<file path="src/hw/rtl/tra_pkg.sv">
// Shared types and constants of the timed reuse unit allocator.
// Used by tra_ctrl, tra_datapath and timed_reuse_unit_allocator_core; no dependencies.
`default_nettype none

package tra_pkg;

    localparam int SIZE_W     = 6;
    localparam int ADDR_W     = 48;
    localparam int STAMP_W    = 31;
    localparam int DELAY_W    = 8;
    localparam int UIU_W      = 9;
    localparam int STATUS_W   = 2;
    localparam int MARK_W     = 32;
    localparam int CFG_IDX_W  = 2;

    // input word layout, lowest bit first
    localparam int IN_SIZE_LSB  = 0;
    localparam int IN_LO_LSB    = IN_SIZE_LSB + SIZE_W;
    localparam int IN_HI_LSB    = IN_LO_LSB + ADDR_W;
    localparam int IN_FADDR_LSB = IN_HI_LSB + ADDR_W;
    localparam int IN_NOW_LSB   = IN_FADDR_LSB + ADDR_W;
    localparam int IN_USED_W    = IN_NOW_LSB + STAMP_W;
    localparam int IN_DATA_W    = ((IN_USED_W + 7) / 8) * 8;

    localparam int OUT_USED_W   = STATUS_W + ADDR_W;
    localparam int OUT_DATA_W   = ((OUT_USED_W + 7) / 8) * 8;

    localparam logic [MARK_W-1:0] USED_BIT = 32'h8000_0000;

    typedef enum logic [STATUS_W-1:0] {
        ST_DONE       = 2'd0,
        ST_NO_RUN     = 2'd1,
        ST_OUT_REGION = 2'd2
    } t_status;

    typedef enum logic [CFG_IDX_W-1:0] {
        CFG_REGION_BASE  = 2'd0,
        CFG_UNITS_IN_USE = 2'd1,
        CFG_DELAY_TICKS  = 2'd2
    } t_cfg_index;

    typedef struct packed {
        logic    load;
        logic    size_step;
        logic    scan_init;
        logic    scan;
        logic    take;
        logic    mread;
        logic    mwrite;
        logic    div_init;
        logic    div_step;
        logic    fwrite;
        logic    clear;
        logic    result_load;
        logic    with_addr;
        t_status code;
    } t_cmd;

    typedef struct packed {
        logic clear_last;
        logic size_done;
        logic mode;
        logic n_bad;
        logic in_region;
        logic hit;
        logic scan_end;
        logic mark_last;
        logic div_done;
        logic free_done;
        logic out_free;
    } t_stat;

endpackage

`default_nettype wire

</file>
<file path="src/hw/rtl/tra_ctrl.sv">
// Sequencer of the allocator: clear sweep, size rounding, scan, marking and free.
// Depends on tra_pkg; drives tra_datapath through t_cmd and reads t_stat.
`default_nettype none

module tra_ctrl
    import tra_pkg::*;
(
    input  logic  i_clk,
    input  logic  i_rst_n,
    input  logic  i_accept,
    input  t_stat i_stat,
    output t_cmd  o_cmd,
    output logic  o_idle
);

    typedef enum logic [3:0] {
        S_CLEAR,
        S_IDLE,
        S_SIZE,
        S_CHECK,
        S_SCAN,
        S_MREAD,
        S_MWRITE,
        S_FDIV,
        S_FWRITE,
        S_DONE
    } t_state;

    t_state  r_state, n_state;
    t_status r_code, n_code;
    logic    r_with_addr, n_with_addr;

    always_comb begin
        n_state         = r_state;
        n_code          = r_code;
        n_with_addr     = r_with_addr;
        o_cmd           = '0;
        o_cmd.code      = r_code;
        o_cmd.with_addr = r_with_addr;
        unique case (r_state)
            S_CLEAR: begin
                o_cmd.clear = 1'b1;
                if (i_stat.clear_last) begin
                    n_state = S_IDLE;
                end
            end
            S_IDLE: begin
                if (i_accept) begin
                    o_cmd.load = 1'b1;
                    n_state    = S_SIZE;
                end
            end
            S_SIZE: begin
                if (i_stat.size_done) begin
                    n_state = S_CHECK;
                end else begin
                    o_cmd.size_step = 1'b1;
                end
            end
            S_CHECK: begin
                if (!i_stat.mode) begin
                    if (i_stat.n_bad) begin
                        n_code      = ST_NO_RUN;
                        n_with_addr = 1'b0;
                        n_state     = S_DONE;
                    end else begin
                        o_cmd.scan_init = 1'b1;
                        n_state         = S_SCAN;
                    end
                end else begin
                    if (!i_stat.in_region) begin
                        n_code      = ST_OUT_REGION;
                        n_with_addr = 1'b0;
                        n_state     = S_DONE;
                    end else begin
                        o_cmd.div_init = 1'b1;
                        n_state        = S_FDIV;
                    end
                end
            end
            S_SCAN: begin
                if (i_stat.hit) begin
                    o_cmd.take = 1'b1;
                    n_state    = S_MREAD;
                end else if (i_stat.scan_end) begin
                    n_code      = ST_NO_RUN;
                    n_with_addr = 1'b0;
                    n_state     = S_DONE;
                end else begin
                    o_cmd.scan = 1'b1;
                end
            end
            S_MREAD: begin
                o_cmd.mread = 1'b1;
                n_state     = S_MWRITE;
            end
            S_MWRITE: begin
                o_cmd.mwrite = 1'b1;
                if (i_stat.mark_last) begin
                    n_code      = ST_DONE;
                    n_with_addr = 1'b1;
                    n_state     = S_DONE;
                end else begin
                    n_state = S_MREAD;
                end
            end
            S_FDIV: begin
                if (i_stat.div_done) begin
                    n_state = S_FWRITE;
                end else begin
                    o_cmd.div_step = 1'b1;
                end
            end
            S_FWRITE: begin
                if (i_stat.free_done) begin
                    n_code      = ST_DONE;
                    n_with_addr = 1'b0;
                    n_state     = S_DONE;
                end else begin
                    o_cmd.fwrite = 1'b1;
                end
            end
            S_DONE: begin
                if (i_stat.out_free) begin
                    o_cmd.result_load = 1'b1;
                    n_state           = S_IDLE;
                end
            end
            default: begin
                n_state = S_CLEAR;
            end
        endcase
    end

    always_ff @(posedge i_clk) begin
        if (!i_rst_n) begin
            r_state     <= S_CLEAR;
            r_code      <= ST_DONE;
            r_with_addr <= 1'b0;
        end else begin
            r_state     <= n_state;
            r_code      <= n_code;
            r_with_addr <= n_with_addr;
        end
    end

    assign o_idle = (r_state == S_IDLE);

endmodule

`default_nettype wire

</file>
<file path="config.mk">
export PLATFORM = sky130hd
export DESIGN_NAME = tra_ctrl
export DESIGN_NICKNAME = d
export VERILOG_FILES = /design/src/hw/rtl/tra_pkg.sv /design/src/hw/rtl/tra_ctrl.sv
export SDC_FILE = /design/constraint.sdc
export NUM_CORES = 1
export LEC_CHECK = 0
export ABC_AREA = 1
export BUFFER_PORTS_ARGS = -buffer_cell sky130_fd_sc_hd__buf_2
export CAP_MARGIN = 20
export CELL_PAD_IN_SITES_DETAIL_PLACEMENT = 0
export CELL_PAD_IN_SITES_GLOBAL_PLACEMENT = 1
export CORE_MARGIN = 4
export CORE_UTILIZATION = 31
export DETAILED_ROUTE_END_ITERATION = 10
export HOLD_SLACK_MARGIN = 0.1
export PLACE_DENSITY_LB_ADDON = 0.1
export SYNTH_ARGS = -nofsm -noshare
export SYNTH_HDL_FRONTEND = slang
export SYNTH_SLANG_ARGS = --single-unit
</file>
<file path="constraint.sdc">
create_clock -name i_clk -period 1.8 [get_ports i_clk]
set_clock_uncertainty 0.05 [all_clocks]
set_input_delay 0.18 -clock i_clk [delete_from_list [all_inputs] [get_ports i_clk]]
set_output_delay 0.18 -clock i_clk [all_outputs]
set_load 0.01 [all_outputs]
</file>
==> metrics, run 1 <==
met3 Use GR ~5.3%; drt wl/cell about 11 um; Num CTS Buffers 3; final hold vios 0; first-pass GRT wire length 3160 um; grt ovf 0; layer with the highest usage met2; peak supply drop slightly above 0.0005 V; share of cells above drive strength 1 between 30% and 40%; Pleak about 0.52 nW; fin crit period about 1700 ps; cts-stage hold buffer count 0; number of fill cells in the layout roughly 240; nature of the critical path endpoint primary output; Layout Area Growth over Synthesis 29.30%; worst min-delay path class primary input to register; drt initial violations 16; register area roughly 140 sq um; M1 GR Usage 19.14%; port buffer count 29; multi-input logic area around 420 sq um; fmax between 0.5 and 0.6 GHz; Final Setup Violations 0; Max clock buf depth 2; GPL Wtd Cong around 0.8; vias in the first global route 760; detailed placement HPWL 1636 um; Total GRT Usage 15.24%; setup TNS 0 ps; Rows 16; Die Area 2938 sq um; Routed WL between 1500 and 2000 um; Root Buffer clkbuf_4; syn_area_per_cell between 5 and 6 sq um; post-synthesis instance area roughly 660 sq um; final worst path period share 94.41%; worst slew pin tran about 360 ps; initial antenna violation count 0; placed insts around 170; critical-path maximum fanout 5; final core utilization 42.75%; sequential share of the synthesized area between 20% and 30%; DRT Pass-1 Iters 4; Pwr Total 0.0009099 W; cells after synthesis roughly 120; Cell variety after synth 22; chip width roughly 54 um; largest net degree at the start of global routing 8; met2 Resource Use GR 23.31%; Post-route DRC 0; Clock Pin Slew Worst Setup and Hold Paths approximately 60 ps; Pwr Density around 1100 nW/um^2; Synth area leader dfxtp_1; die height between 50 and 60 um; # nets final 165; # H-tree levels 1; max cap viols 0; Initial Util between 30% and 40%; top cells by area, synth dfxtp_1 21%, nand2_1 15%, inv_1 13%; crit path kind register to primary output; clock sink count 7; CTS tree done; Ys Warns 0; Synth Register Bits 7; Synth Net Count 133; Core Area roughly 2000 sq um; Avg Vias per Cell approximately 4.6; ANT nets after route 0; Max Slew Vio Count 0; ANT cells 0; Post-CTS Setup Inserts 0; Slew HR 75.90%; crit path launch type register; WP data arrival about 1500 ps; CP required around 1600 ps; Non-Filler Instances between 150 and 200; # IOs 30; RSZ-0062 raised after global routing false; area share of the largest cell type after synthesis about a fifth; clk_lat worst skew approximately 270 ps; status complete, no violations; vias between 800 and 900
## per-layer routing
| layer | share of wire, % | vias to the layer above |
|---|---|---|
| li1 | - | 430 |
| met4 | 1.7 | 0 |
| met2 | 43 | 36 |
| met5 | 0 | - |
| met3 | 9.2 | 4 |
| met1 | 46 | 350 |
## synthesized netlist by cell type
master and count:
nand2_1 27, inv_1 23, nor2_1 18, nand3_1 11, dfxtp_1 7, a21oi_1 5
nor2_2 5, nor3_1 4, o21ai_0 4, buf_4 2, nand3_2 2, a31oi_1 1
inv_2 1, nand2_2 1, nand2_4 1, nand3b_1 1, nor2_4 1, nor4_1 1
o211ai_1 1, o21bai_1 1, o22ai_1 1, or2_2 1
## repair_timing
action | 4_1_cts | 5_1_grt
pin swaps | 0 | 0
resized for setup | 1 | 1
gates cloned | 0 | 0
setup endpoints to repair | 1 | 2
## final timing paths
path,startpoint,endpoint,slack (ps),cells after the start
worst min-delay path,i_rst_n,r_code[1]$_SDFFE_PN0P_,110,3
worst min register to register,r_with_addr$_SDFFE_PN0P_,r_with_addr$_SDFFE_PN0P_,410,2
worst max register to register,r_state[2]$_SDFFE_PN0P_,r_code[0]$_SDFFE_PN0P_,270,6
worst max-delay path,r_state[2]$_SDFFE_PN0P_,o_cmd[12],100,4
## kinds of logic (layout without fill, tap and decap cells)
| kind of cell | Yosys count | in the layout | share of synthesized area, % |
|---|---|---|---|
| AOI/OAI and AO/OA | 13 | 13 | 10.97 |
| DFF | 7 | 7 | 21.17 |
| buffers and inverters | 26 | 57 | 15.88 |
| and+or+nand+nor | 73 | 73 | 51.99 |
## flip-flops by register name, indices dropped and copies added, names as in the netlist
| name | flops |
|---|---|
| r_state | 4 |
| r_code | 2 |
| r_with_addr | 1 |
## placed cells by master, fill, tap and decap left out
cell type / instances
buf_2: 29
nand2_1: 27
inv_1: 23
nor2_1: 17
nand3_1: 11
nor2_2: 6
dfxtp_1: 6
a21oi_1: 5
nor3_1: 4
o21ai_0: 4
clkbuf_4: 3
nand3_2: 2
inv_2: 1
nor2_4: 1
nand2_2: 1
or2_2: 1
nor4_1: 1
nand3b_1: 1
nand2_4: 1
o22ai_1: 1
a31oi_1: 1
o21bai_1: 1
o211ai_1: 1
clkbuf_1: 1
dfxtp_2: 1
## worst max-delay path, stage by stage (launching register included)
cell     delay (ps)
dfxtp_1         360
nor2_1          310
nand2_1         210
nor3_1          160
buf_2           150
## layout make-up
cell class              count  share of cell area [%]
well taps                  27                   3.947
flip-flops and latches      7                   16.52
multi-input cells          86                   48.98
inverters                  24                   10.53
repair buffers             29                   16.96
clock buffers               4                   3.070
## through the flow
step,setup WS (ps),instance area (sq um),hold slack (ps)
after floorplan,438.0,661.9,250.4
after global placement,251.8,825.8,372.2
after detailed placement,267.3,825.8,378.6
after CTS,60.17,854.6,103.0
after global routing,20.56,855.8,107.0
final,100.6,855.8,108.4
## power by group
group          total [W]  leakage (nW)  switching (W)  internal [W]
Combinational   0.000512         0.449       0.000333      0.000180
Clock           0.000153        0.0150      0.0000675     0.0000852
Sequential      0.000245        0.0571      0.0000499      0.000195
Total           0.000910         0.521       0.000450      0.000460
Power figures use the tool's default switching activity.
==> inputs of run 2 (changes only) <==
--- a/config.mk
+++ b/config.mk
@@ -6,7 +6,7 @@
 export NUM_CORES = 1
 export LEC_CHECK = 0
 export ABC_AREA = 1
-export BUFFER_PORTS_ARGS = -buffer_cell sky130_fd_sc_hd__buf_2
+export BUFFER_PORTS_ARGS = -buffer_cell sky130_fd_sc_hd__buf_4
 export CAP_MARGIN = 20
 export CELL_PAD_IN_SITES_DETAIL_PLACEMENT = 0
 export CELL_PAD_IN_SITES_GLOBAL_PLACEMENT = 1
==> run 2 against run 1 <==
Against the previous run:
- clock power is 7% lower
- total power is 3.1% higher
- sequential share of layout area shrank 1.3 points
- core utilization grew 3.6 points
- critical path type unchanged
- critical endpoint is now o_cmd[3]
==> metrics, run 2 (synthesis gave the netlist of run 1 again) <==
sequential power share 26.1% (-0.8 points); Pwr Density 1010 nW/um^2 (-5.0%); M1 GR Usage 20.20% (+1.1 points); clock sink count 7 (unchanged); CTS tree done; layer with the highest usage met2; RSZ-0062 raised after global routing false; hold path depth 3 (unchanged); Largest register FFs 4 (unchanged); Reg2Reg Depth 9 (+3); initial antenna violation count 0 (unchanged); CP required 1570 ps (about the same); Layout Area Growth over Synthesis 40.26%; die height 54.21 um (unchanged); Final Setup Violations 0 (unchanged); number of fill cells in the layout 230 (-3.8%); detailed placement HPWL 1638 um (about the same); GPL Wtd Cong 0.8685 (+9.1%); worst min-delay path class primary input to register; ANT nets after route 0 (unchanged); worst slew pin tran 327.3 ps (-32.90 ps); most frequent cells in the layout 29 x buf_4, 27 x nand2_1, 23 x inv_1; vias in the first global route 767 (+0.92%); DRT Pass-1 Iters 4 (unchanged); ANT cells 0 (unchanged); grt ovf 0 (unchanged); P_sw 0.0004399 W (-2.2%); top flop regs r_state: 4 flops, r_code: 2 flops, r_with_addr: 1 flops; share of cells above drive strength 1 30.67% (unchanged); WP data arrival 1390 ps (-80 ps); peak supply drop 0.0004369 V (-15%); Root Buffer clkbuf_4; Slew HR 78.16% (+2.3 points); first-pass GRT wire length 3249 um (+2.8%); Post-route DRC 0 (unchanged); Max Slew Vio Count 0 (unchanged); Initial Util 33.06% (unchanged); nature of the critical path endpoint primary output; chip width 54.21 um (unchanged); Clk pwr share 15.2% (-1.6 points); Total GRT Usage 15.55% (+0.30 points); Routed WL 1928 um (-2.7%); Core Area 2002 sq um (unchanged); final worst path period share 90.18% (-4.2 points); fmax 0.6161 GHz (+4.7%); Largest Register r_state; critical-path maximum fanout 7 (+2); met3 Use GR 3.324% (-1.9 points); Die Area 2938 sq um (unchanged); # nets final 165 (unchanged); Clock Pin Slew Worst Setup and Hold Paths 50 ps (about the same); fin crit period 1623 ps (-76.17 ps); cts-stage hold buffer count 0 (unchanged); max cap viols 0 (unchanged); status complete, no violations; vias 826 (+0.73%); sw frac 46.92% (-2.5 points); crit path kind register to primary output; largest net degree at the start of global routing 8 (unchanged); setup TNS 0 ps (unchanged); Comb pwr share 58.7% (+2.4 points); port buffer count 29 (unchanged); internal power 0.0004978 W (+8.2%); met2 Resource Use GR 24.70% (+1.4 points); Max clock buf depth 2 (unchanged); fin worst setup slack 176.8 ps (+76.17 ps); crit path launch type register; # IOs 30 (unchanged); Post-CTS Setup Inserts 0 (unchanged); Pleak 0.5325 nW (+2.2%); Rows 16 (unchanged); commonest non-fill, non-tap cell in the layout buf_4; # H-tree levels 1 (unchanged); drt initial violations 25 (+9); clk_lat worst skew 250 ps (-20 ps); drt wl/cell 10.89 um (-2.7%); final hold vios 0 (unchanged); Num CTS Buffers 3 (unchanged); Avg Vias per Cell 4.667 (+0.73%); pre-CTS WS 272.6 ps (+5.293 ps)
## run 2: cell counts in the layout (fill, tap and decap cells not counted)
No cell type changed its count.
## run 2: through the flow
| stage | utilization (%) | total power, W | instances | instance area, sq um | hold slack, ps |
|---|---|---|---|---|---|
| after floorplan | - | 0.0005960 | 119 | 661.9 | 250.4 |
| after global placement | 44.88 | 0.0007972 | 173 | 898.4 | 369.4 |
| after detailed placement | 44.88 | 0.0007941 | 173 | 898.4 | 368.1 |
| after CTS | 46.31 | 0.0009487 | 177 | 927.1 | 117.6 |
| after global routing | 46.38 | 0.001033 | 177 | 928.4 | 134.6 |
| final | 46.38 | 0.0009377 | 177 | 928.4 | 125.2 |
## run 2: final timing paths
check / startpoint / end / slack (ps)
setup reg to reg: r_state[1]$_SDFFE_PN0P_ / r_state[3]$_SDFFE_PN0P_ / 310
hold reg to reg: r_with_addr$_SDFFE_PN0P_ / r_with_addr$_SDFFE_PN0P_ / 420
setup / recovery: r_state[0]$_SDFFE_PN0P_ / o_cmd[3] / 180
hold / removal: i_rst_n / r_code[1]$_SDFFE_PN0P_ / 130
## run 2: cell type report
cell class / count / area (sq um) / share of cell area (%)
inverter: 24 / 90.09 / 9.704
clock buffer: 4 / 26.28 / 2.830
tap: 27 / 33.78 / 3.639
timing repair buffer: 29 / 217.7 / 23.45
sequential: 7 / 141.4 / 15.23
multi-input combinational: 86 / 419.2 / 45.15
## run 2: layer usage
layer | routed length [um] | vias to the layer above
li1 | - | 433
met3 | 138 | 0
met1 | 913 | 368
met4 | 0 | 0
met5 | 0 | -
met2 | 876 | 25
## run 2: power groups by stage
| stage | Clock [W] | Combinational (W) | Sequential [W] |
|---|---|---|---|
| final | 0.000143 | 0.000550 | 0.000245 |
| after global routing | 0.000158 | 0.000620 | 0.000256 |
| after CTS | 0.000150 | 0.000555 | 0.000244 |
| after detailed placement | 0 | 0.000550 | 0.000244 |
| after global placement | 0 | 0.000554 | 0.000243 |
| after floorplan | 0 | 0.000356 | 0.000240 |
## run 2: what timing repair did
item | CTS | global route
endpoints found under the setup margin | 1 | 2
gates resized for setup | 1 | 1
endpoints found under the hold margin | 0 | 0
## run 2: worst max-delay path, cell delays in order (launching register included)
cell     delay [ps]
dfxtp_2         390
inv_1           110
nor2_2          160
inv_1           100
nor4_1          200
buf_4           180
